### src/design/mmh_pkg.sv
`default_nettype none
package mmh_pkg;

    localparam logic [31:0] MIX_C1  = 32'hcc9e2d51;
    localparam logic [31:0] MIX_C2  = 32'h1b873593;
    localparam logic [31:0] MIX_ADD = 32'he6546b64;
    localparam logic [31:0] FIN_C1  = 32'h85ebca6b;
    localparam logic [31:0] FIN_C2  = 32'hc2b2ae35;

    localparam logic [2:0] COUNT_ONE   = 3'd1;
    localparam logic [2:0] COUNT_TWO   = 3'd2;
    localparam logic [2:0] COUNT_THREE = 3'd3;
    localparam logic [2:0] COUNT_BLOCK = 3'd4;

    localparam int Q_DEPTH = 4;
    localparam int Q_PTR_W = 2;
    localparam int Q_CNT_W = 3;

    typedef struct packed {
        logic [31:0] chunk_word;
        logic [2:0]  byte_count;
        logic        last_chunk;
    } in_t;

    typedef struct packed {
        logic [31:0] hash_value;
        logic [7:0]  bucket_index;
    } out_t;

    typedef enum logic [1:0] {
        KIND_NONE,
        KIND_BLOCK,
        KIND_TAIL
    } kind_t;

    typedef struct packed {
        kind_t       kind;
        logic [31:0] word;
        logic [2:0]  nbytes;
        logic        last;
    } cmd_t;

    typedef struct packed {
        logic full;
        logic empty;
    } q_status_t;

    typedef enum logic [3:0] {
        ST_IDLE,
        ST_K1,
        ST_K2,
        ST_MIX,
        ST_FIN0,
        ST_FIN1,
        ST_FIN2,
        ST_QUOT,
        ST_REM,
        ST_OUT
    } st_t;

endpackage
`default_nettype wire

### src/design/multi_segment_murmur3_hash_core.sv
`default_nettype none
// Streaming MurmurHash3 (32-bit) over keys made of several string segments.
// Input channel: push/full with an item request per chunk (chunk_word,
// byte_count, last_chunk). A 4-byte chunk is a body block, 1-3 bytes a
// segment tail, any other count carries no bytes.
// Result channel: empty/pop. One result request (hash_value, bucket_index)
// per key, given after the chunk flagged last_chunk.
// The front classifies and masks chunks into a 4-entry queue; the back
// runs them on one shared 32x32 multiplier, one step per cycle unless it waits on the queue or the result.
// Work in the back: each chunk with bytes is popped, scrambled by two
// multiplies and mixed into the hash; an empty chunk is only popped.
// Key end adds the finalizer (two multiplies and a xor-shift), the
// remainder by TABLE_ENTRIES (reciprocal multiply, multiply-subtract)
// and a load of the result register, which waits while the result is
// still un-popped.
// Input throughput is set by the back's multiplier sequence; the queue
// absorbs short bursts at one request per cycle while it is not full.
// Reset clears the queue, the running hash, the byte count and the result valid flag.
// While the result waits un-popped, the back holds the next finished key
// and the queue keeps taking chunks until it is full.
module multi_segment_murmur3_hash_core #(
    parameter int TABLE_ENTRIES = 256
) (
    input  var logic           clk,
    input  var logic           rst_n,
    input  var logic           push,
    output var logic           full,
    input  var mmh_pkg::in_t   item,
    output var logic           empty,
    input  var logic           pop,
    output var mmh_pkg::out_t  result
);

    mmh_pkg::cmd_t      front_cmd;
    mmh_pkg::cmd_t      q_head;
    mmh_pkg::q_status_t q_status;
    logic               q_pop;
    logic               res_valid;

    mmh_front u_front (
        .item (item),
        .cmd  (front_cmd)
    );

    mmh_queue u_queue (
        .clk     (clk),
        .rst_n   (rst_n),
        .wr_en   (push),
        .wr_data (front_cmd),
        .rd_en   (q_pop),
        .rd_data (q_head),
        .status  (q_status)
    );

    mmh_back #(
        .TABLE_ENTRIES (TABLE_ENTRIES)
    ) u_back (
        .clk       (clk),
        .rst_n     (rst_n),
        .q_status  (q_status),
        .q_head    (q_head),
        .q_pop     (q_pop),
        .res_pop   (pop && res_valid),
        .res_valid (res_valid),
        .res_data  (result)
    );

    assign full  = q_status.full;
    assign empty = !res_valid;

endmodule
`default_nettype wire

### src/design/mmh_front.sv
`default_nettype none
module mmh_front (
    input  var mmh_pkg::in_t  item,
    output var mmh_pkg::cmd_t cmd
);

    always_comb
    begin
        cmd.last   = item.last_chunk;
        cmd.nbytes = item.byte_count;
        cmd.word   = item.chunk_word;
        cmd.kind   = mmh_pkg::KIND_NONE;
        unique case (item.byte_count) inside
            mmh_pkg::COUNT_BLOCK:
            begin
                cmd.kind = mmh_pkg::KIND_BLOCK;
            end
            mmh_pkg::COUNT_ONE:
            begin
                cmd.kind = mmh_pkg::KIND_TAIL;
                cmd.word = {24'd0, item.chunk_word[7:0]};
            end
            mmh_pkg::COUNT_TWO:
            begin
                cmd.kind = mmh_pkg::KIND_TAIL;
                cmd.word = {16'd0, item.chunk_word[15:0]};
            end
            mmh_pkg::COUNT_THREE:
            begin
                cmd.kind = mmh_pkg::KIND_TAIL;
                cmd.word = {8'd0, item.chunk_word[23:0]};
            end
            default:
            begin
                cmd.kind   = mmh_pkg::KIND_NONE;
                cmd.nbytes = 3'd0;
            end
        endcase
    end

endmodule
`default_nettype wire

### src/design/mmh_queue.sv
`default_nettype none
module mmh_queue (
    input  var logic               clk,
    input  var logic               rst_n,
    input  var logic               wr_en,
    input  var mmh_pkg::cmd_t      wr_data,
    input  var logic               rd_en,
    output var mmh_pkg::cmd_t      rd_data,
    output var mmh_pkg::q_status_t status
);

    mmh_pkg::cmd_t                  entry_reg [mmh_pkg::Q_DEPTH];
    logic [mmh_pkg::Q_PTR_W-1:0]    wr_ptr_reg, wr_ptr_next;
    logic [mmh_pkg::Q_PTR_W-1:0]    rd_ptr_reg, rd_ptr_next;
    logic [mmh_pkg::Q_CNT_W-1:0]    cnt_reg, cnt_next;
    logic                           do_wr;
    logic                           do_rd;

    assign status.full  = (cnt_reg == mmh_pkg::Q_CNT_W'(mmh_pkg::Q_DEPTH));
    assign status.empty = (cnt_reg == '0);
    assign do_wr        = wr_en && !status.full;
    assign do_rd        = rd_en && !status.empty;
    assign rd_data      = entry_reg[rd_ptr_reg];

    always_comb
    begin
        wr_ptr_next = do_wr ? wr_ptr_reg + 1'b1 : wr_ptr_reg;
        rd_ptr_next = do_rd ? rd_ptr_reg + 1'b1 : rd_ptr_reg;
        cnt_next    = cnt_reg;
        if (do_wr && !do_rd)
        begin
            cnt_next = cnt_reg + 1'b1;
        end
        else if (do_rd && !do_wr)
        begin
            cnt_next = cnt_reg - 1'b1;
        end
    end

    always_ff @(posedge clk or negedge rst_n)
    begin
        if (!rst_n)
        begin
            wr_ptr_reg <= '0;
            rd_ptr_reg <= '0;
            cnt_reg    <= '0;
        end
        else
        begin
            wr_ptr_reg <= wr_ptr_next;
            rd_ptr_reg <= rd_ptr_next;
            cnt_reg    <= cnt_next;
        end
    end

    always_ff @(posedge clk)
    begin
        if (do_wr)
        begin
            entry_reg[wr_ptr_reg] <= wr_data;
        end
    end

endmodule
`default_nettype wire

### src/design/mmh_back.sv
`default_nettype none
module mmh_back #(
    parameter int TABLE_ENTRIES = 256
) (
    input  var logic               clk,
    input  var logic               rst_n,
    input  var mmh_pkg::q_status_t q_status,
    input  var mmh_pkg::cmd_t      q_head,
    output var logic               q_pop,
    input  var logic               res_pop,
    output var logic               res_valid,
    output var mmh_pkg::out_t      res_data
);

    localparam logic [31:0] DIVISOR = 32'(TABLE_ENTRIES);
    // floor(2^32 / TABLE_ENTRIES): quotient estimate is low by at most one
    localparam logic [31:0] RECIP   = 32'((64'd1 << 32) / 64'(TABLE_ENTRIES));

    mmh_pkg::st_t     state_reg, state_next;
    mmh_pkg::cmd_t    cmd_reg, cmd_next;
    logic [31:0]      hash_reg, hash_next;
    logic [31:0]      total_reg, total_next;
    logic [31:0]      work_reg, work_next;
    logic [31:0]      hval_reg, hval_next;
    logic             res_valid_reg, res_valid_next;
    mmh_pkg::out_t    res_reg, res_next;

    logic [31:0]      mul_a;
    logic [31:0]      mul_b;
    logic [63:0]      product_w;
    logic [31:0]      product;
    logic [31:0]      mix_x;
    logic [31:0]      mix_r;
    logic [31:0]      fin_x;
    logic [31:0]      rem_fix;
    logic             slot_free;

    assign product_w = {32'd0, mul_a} * {32'd0, mul_b};
    assign product   = product_w[31:0];
    assign slot_free = !res_valid_reg || res_pop;
    assign mix_x     = hash_reg ^ work_reg;
    assign mix_r     = {mix_x[18:0], mix_x[31:19]};
    assign fin_x     = hash_reg ^ total_reg;
    assign rem_fix   = (work_reg >= DIVISOR) ? work_reg - DIVISOR : work_reg;
    assign res_valid = res_valid_reg;
    assign res_data  = res_reg;

    always_comb
    begin
        state_next = state_reg;
        unique case (state_reg)
            mmh_pkg::ST_IDLE:
            begin
                if (!q_status.empty)
                begin
                    if (q_head.kind != mmh_pkg::KIND_NONE)
                    begin
                        state_next = mmh_pkg::ST_K1;
                    end
                    else if (q_head.last)
                    begin
                        state_next = mmh_pkg::ST_FIN0;
                    end
                end
            end
            mmh_pkg::ST_K1:   state_next = mmh_pkg::ST_K2;
            mmh_pkg::ST_K2:   state_next = mmh_pkg::ST_MIX;
            mmh_pkg::ST_MIX:  state_next = cmd_reg.last ? mmh_pkg::ST_FIN0 : mmh_pkg::ST_IDLE;
            mmh_pkg::ST_FIN0: state_next = mmh_pkg::ST_FIN1;
            mmh_pkg::ST_FIN1: state_next = mmh_pkg::ST_FIN2;
            mmh_pkg::ST_FIN2: state_next = mmh_pkg::ST_QUOT;
            mmh_pkg::ST_QUOT: state_next = mmh_pkg::ST_REM;
            mmh_pkg::ST_REM:  state_next = mmh_pkg::ST_OUT;
            mmh_pkg::ST_OUT:
            begin
                if (slot_free)
                begin
                    state_next = mmh_pkg::ST_IDLE;
                end
            end
            default: state_next = mmh_pkg::ST_IDLE;
        endcase
    end

    always_comb
    begin
        cmd_next       = cmd_reg;
        hash_next      = hash_reg;
        total_next     = total_reg;
        work_next      = work_reg;
        hval_next      = hval_reg;
        res_next       = res_reg;
        res_valid_next = res_valid_reg && !res_pop;
        q_pop          = 1'b0;
        mul_a          = work_reg;
        mul_b          = mmh_pkg::MIX_C2;
        unique case (state_reg)
            mmh_pkg::ST_IDLE:
            begin
                if (!q_status.empty)
                begin
                    q_pop    = 1'b1;
                    cmd_next = q_head;
                end
            end
            mmh_pkg::ST_K1:
            begin
                mul_a     = cmd_reg.word;
                mul_b     = mmh_pkg::MIX_C1;
                work_next = product;
            end
            mmh_pkg::ST_K2:
            begin
                mul_a     = {work_reg[16:0], work_reg[31:17]};
                mul_b     = mmh_pkg::MIX_C2;
                work_next = product;
            end
            mmh_pkg::ST_MIX:
            begin
                if (cmd_reg.kind == mmh_pkg::KIND_BLOCK)
                begin
                    hash_next = mix_r + {mix_r[29:0], 2'b00} + mmh_pkg::MIX_ADD;
                end
                else
                begin
                    hash_next = mix_x;
                end
                total_next = total_reg + 32'(cmd_reg.nbytes);
            end
            mmh_pkg::ST_FIN0:
            begin
                mul_a     = fin_x ^ (fin_x >> 16);
                mul_b     = mmh_pkg::FIN_C1;
                work_next = product;
            end
            mmh_pkg::ST_FIN1:
            begin
                mul_a     = work_reg ^ (work_reg >> 13);
                mul_b     = mmh_pkg::FIN_C2;
                work_next = product;
            end
            mmh_pkg::ST_FIN2:
            begin
                hval_next  = work_reg ^ (work_reg >> 16);
                work_next  = work_reg ^ (work_reg >> 16);
                hash_next  = '0;
                total_next = '0;
            end
            mmh_pkg::ST_QUOT:
            begin
                mul_a     = work_reg;
                mul_b     = RECIP;
                work_next = product_w[63:32];
            end
            mmh_pkg::ST_REM:
            begin
                mul_a     = work_reg;
                mul_b     = DIVISOR;
                work_next = hval_reg - product;
            end
            mmh_pkg::ST_OUT:
            begin
                if (slot_free)
                begin
                    res_next.hash_value   = hval_reg;
                    res_next.bucket_index = 8'(rem_fix);
                    res_valid_next        = 1'b1;
                end
            end
            default:
            begin
                q_pop = 1'b0;
            end
        endcase
    end

    always_ff @(posedge clk or negedge rst_n)
    begin
        if (!rst_n)
        begin
            state_reg     <= mmh_pkg::ST_IDLE;
            hash_reg      <= '0;
            total_reg     <= '0;
            res_valid_reg <= 1'b0;
        end
        else
        begin
            state_reg     <= state_next;
            hash_reg      <= hash_next;
            total_reg     <= total_next;
            res_valid_reg <= res_valid_next;
        end
    end

    always_ff @(posedge clk)
    begin
        cmd_reg  <= cmd_next;
        work_reg <= work_next;
        hval_reg <= hval_next;
        res_reg  <= res_next;
    end

endmodule
`default_nettype wire
### config.mk
export PLATFORM = sky130hd
export DESIGN_NAME = multi_segment_murmur3_hash_core
export DESIGN_NICKNAME = d
export VERILOG_FILES = /design/src/design/mmh_pkg.sv /design/src/design/multi_segment_murmur3_hash_core.sv /design/src/design/mmh_front.sv /design/src/design/mmh_queue.sv /design/src/design/mmh_back.sv
export SDC_FILE = /design/constraint.sdc
export NUM_CORES = 2
export LEC_CHECK = 0
export BUFFER_PORTS_ARGS = -buffer_cell sky130_fd_sc_hd__buf_2
export CAP_MARGIN = 20
export CORE_UTILIZATION = 40
export CTS_BUF_LIST = sky130_fd_sc_hd__clkbuf_8
export DETAILED_ROUTE_END_ITERATION = 6
export SLEW_MARGIN = 20
export SYNTH_ARGS = -nofsm -noshare
export SYNTH_HDL_FRONTEND = slang
export SYNTH_SLANG_ARGS = --single-unit
### constraint.sdc
create_clock -name clk -period 9.68 [get_ports clk]
set_input_delay 0.484 -clock clk [delete_from_list [all_inputs] [get_ports clk]]
set_output_delay 0.484 -clock clk [all_outputs]
set_load 0.005 [all_outputs]
### Word-level counts from Yosys, hierarchy flattened

Memories as Yosys holds them, arrays and structs flattened.
Cells that the tools add are included.

| cells by class | value |
|---|---|
| multiplexer cells | 24 |
| add/sub/neg operators | 9 |
| order comparisons | 1 |
| equal/unequal tests | 18 |
| bitwise gates (word level) | 6 |
| $mul | 1 |
| reductions and logical operators | 25 |

Operator list:

| operator | count |
|---|---|
| $pmux 32 s4 | 2 |
| $pmux 32 s5 | 1 |
| $pmux 32 s2 | 2 |
| $pmux 32 s3 | 1 |
| $mul 32x32->64 | 1 |
| $xor 32x16->32 | 2 |
| $xor 32x32->32 | 2 |
| $pmux 4 s10 | 1 |
| $add 32x3->32 | 1 |
| $add 32x32->32 | 1 |
| $add 32x32->32 const B | 1 |
| $ge 32x9->1 const B | 1 |
| $mux 32 | 1 |
| $sub 32x32->32 | 1 |
| $xor 32x19->32 | 1 |
| $eq 4x3->1 const B | 4 |
| $mux 4 | 4 |
| $mux 3 | 4 |
| $eq 4x2->1 const B | 2 |
| $eq 4x4->1 const B | 2 |
| $mux 8 | 1 |
| $reduce_or 4->1 | 2 |
| $sub 8x1->8 const B | 1 |
| $eq 3x2->1 const B | 2 |
| other kinds (23) | 43 |

| word-level totals | value |
|---|---|
| output and inout bits | 42 |
| word-level logic and storage cells | 100 |
| register bits after elaboration | 218 |
| bits in writable memories | 152 |
| bits of input ports | 40 |
| memories | 1 |

Memories:

| name | depth | width | rd ports | clocked after Yosys merged registers in | write ports | RTL line | source |
|---|---|---|---|---|---|---|---|
| u_queue.entry_reg | 4 | 38 | 1 | 0 | 1 | mmh_queue.sv:12 | `mmh_pkg::cmd_t entry_reg [mmh_pkg::Q_DEPTH];` |

### Longest topological paths before layout

| logic depth | value |
|---|---|
| word-level depth | 7 |
| depth in mapped cells | 48 |
| depth with buffers taken out | 46 |

### By module

A second synthesis with hierarchy kept.

| unflattened totals | value |
|---|---|
| cells, all modules | 4730 |
| area total of the unflattened synthesis | 49093.3 sq um |

Modules (own cells, without submodules):

| module | seq. area each (sq um) | cells each | instances | area each (sq um) |
|---|---|---|---|---|
| mmh_back | 5990.7 | 4451 | 1 | 42828.6 |
| mmh_queue | 4739.5 | 235 | 1 | 5954.5 |
| mmh_front | 0.0 | 42 | 1 | 300.3 |
| multi_segment_murmur3_hash_core | 0.0 | 2 | 1 | 10.0 |

### Worst setup path after synthesis

Ideal clock, no wire load.

| timing | value |
|---|---|
| path type | register -> register |
| from | register u_back.state_reg[1] |
| to | register u_back.work_reg[29], data pin |
| setup time | 0.261 ns |
| period minus slack after synthesis | 10.741 ns |
| stages on the path, launching flop included | 40 |
| path buffers | 1 |
| required time | 9.419 ns |
| setup slack | -1.061 ns |
| arrival time | 10.480 ns |
| cell sequence | dfrtp_1 nand2b_1 nor3_1 nand2b_1 clkbuf_1 mux2i_1 a21oi_1 o21ai_0 fa_1 inv_1 fa_1 fa_1 inv_1 fa_1 inv_1 ha_1 ha_1 fa_1 [... 4 more ...] nand4bb_1 a221o_1 a211o_1 and2_1 xnor2_1 ha_1 nand4_1 nor3_1 a22o_1 a311oi_1 maj3_1 a211oi_1 o31a_1 a21o_1 a2bb2oi_2 nor3_4 xor2_1 a221o_1 |

| on the way | value |
|---|---|
| word-level cells in the longest chain between the ends | 5 |
| elaborated cells between the ends (all ways) | 13 |
| those cells by class | add/sub (1); mul (1); eq/ne (7); mux (3); reduce/logical (1) |

Ends and longest elaborated chain:

| element | RTL line | source |
|---|---|---|
| from (decl) | mmh_back.sv:19 | `mmh_pkg::st_t state_reg, state_next;` |
| from (signal assigned) | mmh_back.sv:181 | `state_reg <= mmh_pkg::ST_IDLE;` |
| from (signal assigned) | mmh_back.sv:188 | `state_reg <= state_next;` |
| $eq 4x4->1, or another cell as far along | mmh_back.sv:97 | `unique case (state_reg)` |
| $pmux 32 s5 or $pmux 32 s4 (tied branches) | mmh_back.sv:97 |  |
| $mul 32x32->64 | mmh_back.sv:38 | `assign product_w = {32'd0, mul_a} * {32'd0, mul_b};` |
| $sub 32x32->32 | mmh_back.sv:159 | `work_next = hval_reg - product;` |
| $pmux 32 s4 (*) | mmh_back.sv:97 |  |
| named net u_back.work_next[29] | mmh_back.sv:23 | `logic [31:0] work_reg, work_next;` |
| to (signal assigned) | mmh_back.sv:198 | `work_reg <= work_next;` |
| to (decl) | mmh_back.sv:23 |  |

The timed path passes the listed nets; every way through them passes the cells marked *.
A chain may end at the register's enable or synchronous reset.

### Worst setup path after layout

| timing | value |
|---|---|
| from | register u_back.state_reg[0] |
| to | register u_back.work_reg[29], data pin |

Same word-level chain as after synthesis.

==> reports/metrics.csv <==
metric,value,unit
core region area,122000,sq um
largest net degree at the start of global routing,68,
Nets,7187,
clock buffer count from CTS,66,
clk slew on worst S/H paths,60,ps
fmax,98.6,MHz
gpl congestion,1.09,
Crit path required time,10130,ps
MaxCap Viol Count,0,
failing checks,setup timing,
Max stage delay on crit path,560,ps
Clock Latency Late Sink,740,ps
Crit Path Class,flip-flop to flip-flop,
Worst path slowest cell,fa_1,
DIE AREA,125000,sq um
count of pins over their slew limit,0,
port bufs,81,
TritonRoute pass-1 iters,5,
Placed Instance Area,59600,sq um
final hold vios,0,
fin crit share,1.05,
share of layout cells above drive strength 1,0.266,
Die X,353,microns
asr flop ratio synth,0.205,
total clock sinks,370,
ANT nets after route,0,
Via-to-Cell Ratio,5.27,
crit path max fanout,7,
number of enable flip-flop cells after synthesis,294,
area delta synth->final,26.7,%
Congestion Overflow GR,0,
initial antenna violation count,12,
CP Launch Point,u_back.state_reg[0],
cells on worst reg2reg path,46,
DRC errors left,0,
Final WS setup,-461,ps
count of routing violations after the opening detailed-route iteration,3854,
htree depth,3,
Die H,353,microns
CTS tree,yes,
Setup crit end kind,flip-flop,
clk_skew,51.3,ps
crit path launch type,flip-flop,
max reg flops,152,
Main synth FF type,edfxtp_1,
initial core utilization,0.404,
"most used cell, CP",fa_1,
Clock Tree Root,clkbuf_8,
RSZ-0062 raised after global routing,yes,
sequential share of the synthesized area,0.218,
launch point of the worst reg-to-reg path,u_back.state_reg[0],
Synth Cell Area,49200,sq um
Mapped Cells,4786,
Slew @ Worst Pin,1170,ps
Avg WL per Cell,28.2,microns
run status,"complete, but fails checks",
detailed placer's ending HPWL,185,mm
register bit total from synthesis,370,
Clock Tree Buf Depth,3,
I/O pin count,82,
number of global-route vias before repair,41700,
Slew headroom,0.212,
global-route wire length before repair,300,mm
"Distinct cells, synth",72,
Yosys warning count,0,
worst min path class,input port to async pin,
Syn Nets,6078,
final instance area,62400,sq um
DP Cell Count,7394,
Setup-failing EPs final,13,
Final Non-Filler Cells,7579,
syn avg cell area,10.3,sq um
CP Data Arrival Time,10590,ps
DRT Wirelength,214,mm
FP Rows,128,
Final Critical Period,10140,ps
GR Util All Layers,0.346,
via count,40000,
-- area by class of cell --
class                   count  area [sq um]
fillers                 11200         59500
flip-flops and latches    370         10700
well taps                1625          2030
clock buffers              70           963
diodes                      7          17.5
inverters                1110          4170
clock inverters            50           300
multi-input cells        3163         35100
repair buffers           1184          9100
-- placed cells by master, fill, tap and decap left out, types with 29 or more instances in the layout --
cell type and count:
inv_1 1115, xnor2_1 114, nand2_2 33, a21oi_2 29
o21ai_0 143, fa_1 826, nand2b_1 35, nand3_1 37
buf_4 1056, clkbuf_8 70, buf_2 80, ha_1 376
mux4_2 38, fa_2 32, nor2b_1 35, a21oi_1 171
nor2_1 231, dfrtp_1 71, nand2_1 368, a21o_1 75
edfxtp_1 294, xor2_1 118
-- timing repair --
action,CTS,global route
setup endpoints to repair,18,24
gates resized for setup,146,105
endpoints found under the hold margin,45,0
setup buffers,38,13
pin swaps,73,40
hold buffers,10,0
-- worst max-delay path, delay by kind of cell, from the launching register on --
kind	cells	cell delay [ps]
adders and majority gates	11	4770
AOI/OAI and AO/OA	13	2500
and+or+nand+nor	10	1090
buffers and inverters	10	770
DFF	1	450
xor gates and xnor gates	2	280
-- final timing paths --
path                                            endpoint  slack (ps)
worst max-delay path                 u_back.work_reg[29]        -460
worst min-delay path                 u_back.total_reg[1]         120
worst max register to register       u_back.work_reg[29]        -460
worst min register to register       u_back.res_data[13]         440
max in group asynchronous            u_back.state_reg[0]        8280
min in group clk                u_queue.entry_reg[1][32]         130
-- per-layer routing --
| metal | vias to the layer above | wire length, microns | share of wire | track usage |
|---|---|---|---|---|
| li1 | 17400 | - | - | - |
| met1 | 20200 | 82400 | 0.39 | 0.433 |
| met2 | 1773 | 96300 | 0.45 | 0.541 |
| met3 | 534 | 14800 | 0.069 | 0.0509 |
| met4 | 0 | 20300 | 0.095 | 0.272 |
| met5 | - | 0 | 0 | 0 |
-- through the flow --
stage / util / setup TNS [ps] / hold slack (ps) / setup slack [ps]
floorplan: - / -372 / 188 / -131
global placement: 0.489 / -7690 / 326 / -854
detailed placement: 0.489 / -7170 / 325 / -916
CTS: 0.508 / -2150 / 63.7 / -482
global route: 0.512 / -7780 / 105 / -803
finish: 0.512 / -2890 / 119 / -461
-- cell families (layout without fill, tap and decap cells) --
group,count (synthesis),in the layout,share of synthesized area
mux,49,49,0.0197
flops,370,370,0.218
fa+ha+maj,1256,1256,0.450
simple gates,962,962,0.0886
other cells,0,7,0
buf+inv,1253,2414,0.0955
xor+xnor,257,257,0.0457
compound gates,639,639,0.0829
-- cells in the mapped netlist (all sizes together) (10+ instances only) --
cell type / n / area share
clkbuf: 134 / 0.010
mux4: 38 / 0.017
nand4: 20 / 0.0025
nor2b: 37 / 0.0047
nand2: 410 / 0.031
xnor2: 133 / 0.024
a21oi: 201 / 0.021
inv: 1110 / 0.085
o21ai: 160 / 0.016
nor2: 263 / 0.020
o21bai: 16 / 0.0024
a221oi: 25 / 0.0044
nor3: 22 / 0.0025
nand3b: 10 / 0.0015
ha: 394 / 0.10
a211oi: 11 / 0.0017
edfxtp: 294 / 0.18
nand3: 39 / 0.0040
and2: 24 / 0.0030
and3: 26 / 0.0033
xor2: 124 / 0.022
o21a: 10 / 0.0015
nor3b: 27 / 0.0041
fa: 858 / 0.35
nand2b: 40 / 0.0051
or3: 15 / 0.0019
a221o: 24 / 0.0049
a31oi: 11 / 0.0015
o221ai: 18 / 0.0032
a21o: 75 / 0.011
dfrtp: 76 / 0.039
Power is left out: the tool's default activity adds up to more than one toggle a clock period on the data nets, which glitch-free logic cannot reach.
